`src/rtl/slpb_pkg.sv`:
```
`default_nettype none

package slpb_pkg;

	localparam logic [31:0] CHECK_PERIOD_MS = 32'd100;
	localparam logic [5:0]  ERROR_HOLD      = 6'd50;

	localparam logic [15:0] OK_ON_RST      = 16'd1500;
	localparam logic [15:0] OK_OFF_RST     = 16'd1500;
	localparam logic [15:0] NOSIG_ON_RST   = 16'd50;
	localparam logic [15:0] NOSIG_OFF_RST  = 16'd450;
	localparam logic [15:0] OVF_SHORT_RST  = 16'd100;
	localparam logic [15:0] OVF_LONG_RST   = 16'd400;
	localparam logic [15:0] TIMEOUT_RST    = 16'd1000;

	localparam logic [2:0] FIRST_STEP         = 3'd1;
	localparam logic [2:0] OVF_LAST_STEP      = 3'd6;
	localparam logic [2:0] TWO_PHASE_LAST_STEP = 3'd2;

	typedef enum logic [1:0] {
		PAT_OK    = 2'd0,
		PAT_NOSIG = 2'd1,
		PAT_OVF   = 2'd2
	} pattern_t;

	typedef enum logic [2:0] {
		REG_LED_ENABLE = 3'd0,
		REG_OK_ON      = 3'd1,
		REG_OK_OFF     = 3'd2,
		REG_NOSIG_ON   = 3'd3,
		REG_NOSIG_OFF  = 3'd4,
		REG_OVF_SHORT  = 3'd5,
		REG_OVF_LONG   = 3'd6,
		REG_TIMEOUT    = 3'd7
	} cfg_reg_t;

	typedef struct packed {
		logic        tick;
		logic        signal_report;
		logic [15:0] signal_age;
		logic        send_overflow;
	} item_t;

	typedef struct packed {
		logic       led_level;
		logic [1:0] pattern;
	} result_t;

endpackage

`default_nettype wire

```
`src/rtl/status_led_pattern_blinker.sv`:
```
// Status LED blinker: each accepted transaction (millisecond tick, signal report with its
// age, send-overflow flag) yields exactly one result with the LED level and the active
// pattern. A transaction is taken every cycle while item_stall is low; the whole step is
// one pass of compare/add logic between the state registers and the result register,
// and a one-deep skid stage lets the next transaction in while a result still waits.
// item_stall rises only when both the result register and the skid stage are full.
// While enabled, every CHECK_PERIOD_MS ticks the signal timeout is checked, the overflow
// hold counts down and the pattern is picked; a pattern change restarts the blink sequence
// at once. Configuration writes take effect at the next edge and belong to idle periods.
`default_nettype none

module status_led_pattern_blinker
	import slpb_pkg::*;
(
	input  wire logic    clk,
	input  wire logic    arst_n,
	input  wire logic    item_valid,
	output logic         item_stall,
	input  wire item_t   item,
	output logic         result_valid,
	input  wire logic    result_stall,
	output result_t      result,
	input  wire logic    cfg_we,
	input  wire logic [2:0]  cfg_index,
	input  wire logic [15:0] cfg_data
);

	logic        led_en_q;
	logic [15:0] ok_on_q, ok_off_q, nosig_on_q, nosig_off_q;
	logic [15:0] ovf_short_q, ovf_long_q, timeout_q;

	logic [31:0] now_q, last_sig_q, next_check_q, next_flash_q;
	logic        sig_valid_q;
	logic [5:0]  hold_q;
	logic [2:0]  step_q;
	pattern_t    pat_q;
	logic        led_q;

	logic        out_valid_q, skid_valid_q;
	result_t     out_q, skid_q;

	logic        item_fire, result_fire;

	logic [31:0] now_d, last_sig_d, next_check_d, next_flash_d;
	logic        sig_valid_d;
	logic [5:0]  hold_d;
	logic [2:0]  step_d;
	pattern_t    pat_d;
	logic        led_d;
	result_t     res_d;

	logic        report_ok, lost, check_go, changed, flash_go;
	logic [31:0] age_diff;
	logic        valid_a;
	logic [5:0]  hold_a;
	pattern_t    pick;
	logic [2:0]  step_b, step_fix, last_step;
	logic [31:0] flash_b;
	logic [15:0] phase;

	// true while the event time still lies ahead of now (wrap-safe)
	function automatic logic next_check_sub(input logic [31:0] now, input logic [31:0] due);
		logic [31:0] d;
		d = now - due;
		return d[31];
	endfunction

	always_ff @(posedge clk or negedge arst_n) begin
		if (!arst_n) begin
			led_en_q    <= 1'b0;
			ok_on_q     <= OK_ON_RST;
			ok_off_q    <= OK_OFF_RST;
			nosig_on_q  <= NOSIG_ON_RST;
			nosig_off_q <= NOSIG_OFF_RST;
			ovf_short_q <= OVF_SHORT_RST;
			ovf_long_q  <= OVF_LONG_RST;
			timeout_q   <= TIMEOUT_RST;
		end else if (cfg_we) begin
			unique case (cfg_reg_t'(cfg_index))
				REG_LED_ENABLE: led_en_q    <= cfg_data[0];
				REG_OK_ON:      ok_on_q     <= cfg_data;
				REG_OK_OFF:     ok_off_q    <= cfg_data;
				REG_NOSIG_ON:   nosig_on_q  <= cfg_data;
				REG_NOSIG_OFF:  nosig_off_q <= cfg_data;
				REG_OVF_SHORT:  ovf_short_q <= cfg_data;
				REG_OVF_LONG:   ovf_long_q  <= cfg_data;
				REG_TIMEOUT:    timeout_q   <= cfg_data;
				default: ;
			endcase
		end
	end

	always_comb begin
		now_d        = now_q;
		last_sig_d   = last_sig_q;
		sig_valid_d  = sig_valid_q;
		next_check_d = next_check_q;
		next_flash_d = next_flash_q;
		step_d       = step_q;
		pat_d        = pat_q;
		led_d        = led_q;

		hold_a    = item.send_overflow ? ERROR_HOLD : hold_q;
		valid_a   = sig_valid_q;
		report_ok = ({16'd0, item.signal_age} <= {16'd0, timeout_q});
		if (item.signal_report) begin
			if (report_ok) begin
				last_sig_d = now_q - {16'd0, item.signal_age};
				valid_a    = 1'b1;
			end else begin
				valid_a = 1'b0;
				hold_a  = '0;
			end
		end
		age_diff = (item.signal_report && report_ok) ?
			{16'd0, item.signal_age} : (now_q - last_sig_q);

		check_go = item.tick && led_en_q && !next_check_sub(now_q, next_check_q);
		lost     = valid_a && (age_diff > {16'd0, timeout_q});
		sig_valid_d = valid_a;
		hold_d      = hold_a;
		pick        = PAT_OK;
		changed     = 1'b0;
		step_b      = step_q;
		flash_b     = next_flash_q;
		if (check_go) begin
			next_check_d = now_q + CHECK_PERIOD_MS;
			if (lost) begin
				sig_valid_d = 1'b0;
				hold_d      = '0;
			end
			priority if (!sig_valid_d) begin
				pick = PAT_NOSIG;
			end else if (hold_d != '0) begin
				pick   = PAT_OVF;
				hold_d = hold_d - 6'd1;
			end else begin
				pick = PAT_OK;
			end
			changed = (pick != pat_q);
			if (changed) begin
				pat_d   = pick;
				flash_b = now_q;
				step_b  = FIRST_STEP;
			end
		end
		next_flash_d = flash_b;
		step_d       = step_b;

		flash_go  = item.tick && led_en_q && (changed || !next_check_sub(now_q, next_flash_q));
		last_step = (pat_d == PAT_OVF) ? OVF_LAST_STEP : TWO_PHASE_LAST_STEP;
		step_fix  = (step_b > last_step || step_b == '0) ? FIRST_STEP : step_b;
		unique case (pat_d)
			PAT_OVF:   phase = (step_fix == OVF_LAST_STEP) ? ovf_long_q : ovf_short_q;
			PAT_NOSIG: phase = step_fix[0] ? nosig_on_q : nosig_off_q;
			PAT_OK:    phase = step_fix[0] ? ok_on_q : ok_off_q;
			default:   phase = step_fix[0] ? ok_on_q : ok_off_q;
		endcase
		if (flash_go) begin
			next_flash_d = now_q + {16'd0, phase};
			led_d        = step_fix[0];
			step_d       = step_fix + 3'd1;
		end

		if (item.tick) begin
			now_d = now_q + 32'd1;
		end

		res_d.led_level = led_en_q & led_d;
		res_d.pattern   = pat_d;
	end

	assign item_fire   = item_valid && !skid_valid_q;
	assign result_fire = out_valid_q && !result_stall;

	always_ff @(posedge clk or negedge arst_n) begin
		if (!arst_n) begin
			now_q        <= '0;
			last_sig_q   <= '0;
			sig_valid_q  <= 1'b0;
			hold_q       <= '0;
			next_check_q <= '0;
			next_flash_q <= '0;
			step_q       <= FIRST_STEP;
			pat_q        <= PAT_OK;
			led_q        <= 1'b0;
		end else if (item_fire) begin
			now_q        <= now_d;
			last_sig_q   <= last_sig_d;
			sig_valid_q  <= sig_valid_d;
			hold_q       <= hold_d;
			next_check_q <= next_check_d;
			next_flash_q <= next_flash_d;
			step_q       <= step_d;
			pat_q        <= pat_d;
			led_q        <= led_d;
		end
	end

	always_ff @(posedge clk or negedge arst_n) begin
		if (!arst_n) begin
			out_valid_q  <= 1'b0;
			skid_valid_q <= 1'b0;
		end else begin
			if (result_fire || !out_valid_q) begin
				if (skid_valid_q) begin
					out_valid_q  <= 1'b1;
					skid_valid_q <= 1'b0;
				end else begin
					out_valid_q <= item_fire;
				end
			end else if (item_fire) begin
				skid_valid_q <= 1'b1;
			end
		end
	end

	always_ff @(posedge clk) begin
		if (result_fire || !out_valid_q) begin
			out_q <= skid_valid_q ? skid_q : res_d;
		end else if (item_fire) begin
			skid_q <= res_d;
		end
	end

	assign item_stall   = skid_valid_q;
	assign result_valid = out_valid_q;
	assign result       = out_q;

endmodule

`default_nettype wire

```
`config.mk`:
```
export PLATFORM = sky130hd
export DESIGN_NAME = status_led_pattern_blinker
export DESIGN_NICKNAME = d
export VERILOG_FILES = /design/src/rtl/slpb_pkg.sv /design/src/rtl/status_led_pattern_blinker.sv
export SDC_FILE = /design/constraint.sdc
export NUM_CORES = 1
export LEC_CHECK = 0
export BUFFER_PORTS_ARGS = -buffer_cell sky130_fd_sc_hd__buf_2
export CORE_MARGIN = 10
export CORE_UTILIZATION = 27
export DETAILED_ROUTE_END_ITERATION = 16
export PLACE_DENSITY_LB_ADDON = 0.05
export SYNTH_ARGS = -nofsm -noshare
export SYNTH_HDL_FRONTEND = slang
export SYNTH_SLANG_ARGS = --single-unit
```
`constraint.sdc`:
```
create_clock -name clk -period 23.2 [get_ports clk]
set_input_delay 3.48 -clock clk [delete_from_list [all_inputs] [get_ports clk]]
set_output_delay 3.48 -clock clk [all_outputs]
set_load 0.005 [all_outputs]
```
==> metrics.txt <==
Slew HR=between 10% and 20%; fill count=between 7000 and 8000; sequential area share after synthesis=36.4%; setup ws final=7260 ps; first-pass GRT wire length=roughly 93 mm; vias in the first global route=~15000; layout cell share with drive strength beyond 1=about 17%; fmax=~0.063 GHz; unrepaired setup endpoints after global routing=no; site row count=between 90 and 100; Startpoint Class=input port; average wire per standard cell=20.7 um; # hold bufs at CTS=0; standby leakage power=just under 10 nW; total setup buffers inserted after CTS=0; Core Box Area=about 67000 um^2; final wirelength=~60 mm; Post-CTS Resized=0; final setup vio count=0; WP data required=roughly 24000 ps; DRC marker count from the first detailed-route iteration=879; Root Buffer=clkbuf_16; Synth Area in XOR/XNOR=approximately 6.3%; Worst path max stage delay=950 ps; CP max-delay cell=o21ai_2; maximum fanout along the worst path=34; Die ar.=around 78000 um^2; Top FF cell, synth=dfrtp_1; Setup crit end kind=register; Clk Latency, worst-skew pair=~570 ps; Port-buffer cells=47; chip width=approximately 280 um; Mapped Cells=~2000; total clock sinks=262; crit path DAT=between 15000 and 20000 ps; dpl hpwl=44.4 mm; worst slew pin tran=1230 ps; period utilization=approximately 69%; I/O Pins=48; cell mode on critical path=ha_1; clk slew on worst S/H paths=~60 ps; Mapped Area=18200 um^2; max-cap violation count=0; power per cell area=between 90 and 100 nW/um^2; Via Count=14500; Via density=between 4 and 5; Power Total=between 0.002 and 0.0025 W; Post-synth EDFFs=6; Placed Area=about 20000 um^2; Mean Syn Cell Area=around 9.3 um^2; layout net count=2224; DR pass1 iterations=5; most common library cell in the layout ignoring fill and taps=dfrtp_1; post-route ant nets=0; largest net degree at the start of global routing=73; fin area=20800 um^2; Residual DRC=0; reg2reg setup slack=approximately 9600 ps; Post-Synth Simple-Gate Area=between 10% and 20%; setup_tns=0 ps; ant diodes=0; CTS tree=done; commonest cells after routing, fill and taps aside=dfrtp_1, nand2_1, ha_1; final count of pins violating max slew=0; initial antenna violation count=2; Placement Setup Slack=6580 ps; initial core utilization=27.2%; maximum VDD drop=0.0000487 V; CTS Buf Count=37; grt ovf=0; post-synthesis compound-gate area fraction=17.6%; Final Hold Fails=0; setup skew after layout=~23 ps; critical path class=in2reg; count of cell types in the netlist=88; Synth Warn #=0; syn nets=between 2000 and 2500; Area Overhead vs Synth=14.3%; multiplexer share of the synthesized area=roughly 8.8%; Async SR Flop Fraction=a little over nine tenths; Tot GR Track Use=around 15%; largest family of logic cells by synthesized area=compound AO/OA/AOI/OAI gates; min Tclk post-route=around 16000 ps; outcome=complete, no violations; synthesis-stage register bit count=roughly 260; Die H=about 280 um; fraction of the mapped netlist area in adder cells=~12%; RePlAce Congestion=approximately 0.8; Max clock buf depth=3; # H-tree levels=2; Hold Path Class=reg2reg
-- final timing paths --
| kind | start | to | depth (start not counted) |
|---|---|---|---|
| setup reg to reg | now_q[0] | next_flash_q[26] | 53 |
| hold reg to reg | next_flash_q[0] | next_flash_q[0] | 2 |
| min in group asynchronous | arst_n | last_sig_q[11] | 1 |
| setup / recovery | item[14] | next_flash_q[26] | 49 |
| hold / removal | next_flash_q[0] | next_flash_q[0] | 2 |
| max in group asynchronous | arst_n | nosig_on_q[6] | 3 |
-- layer usage --
| layer | up-vias | part of all wire [%] | track usage, % | routed length, um |
|---|---|---|---|---|
| li1 | 7123 | - | - | - |
| met2 | 200 | 47 | 26.0 | 28600 |
| met1 | 7079 | 47 | 20.0 | 28400 |
| met3 | 63 | 2.9 | 1.99 | 1750 |
| met5 | - | 0.013 | 0 | 8 |
| met4 | 2 | 2.6 | 4.50 | 1560 |
-- Yosys cell counts, types with 7 or more instances --
library cell	instances	area [um^2]
a211o_1	9	78.8
a211oi_1	10	75.1
a21boi_0	7	52.6
a21o_1	47	353
a21oi_1	115	576
a222oi_1	16	160
a22o_1	33	289
and2_1	11	68.8
and3_1	21	131
buf_2	12	60.1
clkbuf_1	61	229
dfrtp_1	222	5560
dfstp_2	34	893
ha_1	164	2050
inv_1	163	612
mux2_2	119	1340
mux2i_1	22	220
nand2_1	178	668
nand2b_1	13	81.3
nand3_1	42	210
nand4_1	40	250
nor2_1	144	541
nor2b_1	12	75.1
nor3_1	30	150
nor3b_1	9	67.6
nor4_1	11	68.8
o211ai_1	32	240
o21a_1	14	105
o21ai_0	90	450
o21ai_1	12	60.1
o21bai_1	7	52.6
o31ai_1	12	90.1
xnor2_1	80	701
xor2_1	52	455
-- flip-flops by register name, indices dropped and copies added (netlist names) --
name and count:
hold_q 6, item_stall 1, last_sig_q 32, led_en_q 1
led_q 1, next_check_q 32, next_flash_q 32, nosig_off_q 16
nosig_on_q 16, now_q 32, ok_off_q 16, ok_on_q 16
ovf_long_q 16, ovf_short_q 16, pat_q 2, result 3
result_valid 1, sig_valid_q 1, skid_q 3, step_q 3
timeout_q 16
-- logic make-up after synthesis --
group / after synthesis
flops: 262
compound gates: 470
buf+inv: 246
xor+xnor: 132
fa+ha+maj: 167
mux: 144
simple gates: 539
-- power by group --
| part | total (W) | switching [W] | internal (W) |
|---|---|---|---|
| logic | 0.000833 | 0.000488 | 0.000345 |
| clock network | 0.000578 | 0.000232 | 0.000346 |
| registers | 0.000621 | 0.0000576 | 0.000563 |
| total | 0.00203 | 0.000778 | 0.00125 |
-- worst max-delay path: cells and delay by family --
kind            cells  cell delay [ps]
mux                 1              300
simple gates       17             4460
buf+inv             4              340
fa+ha+maj           8             2220
compound gates     19             5560
-- metrics by stage --
step | hold WS (ps) | utilization, % | cells
after detailed placement | 467 | 29.3 | 2848
after global routing | 505 | 31.1 | 2915
after floorplan | 440 | - | 1960
after CTS | 479 | 31.1 | 2915
final | 470 | 31.1 | 2915
after global placement | 456 | 29.3 | 2848
-- area by class of cell --
class | instances | area, um^2 | area share [%]
clock buffer | 59 | 1090 | 5.23
tap | 873 | 1090 | 5.24
multi-input combinational | 1452 | 10700 | 51.2
sequential | 262 | 6630 | 31.8
inverter | 164 | 616 | 2.95
timing repair buffer | 97 | 621 | 2.98
clock inverter | 8 | 121 | 0.582
No activity file was read; power rests on OpenSTA's default activity.
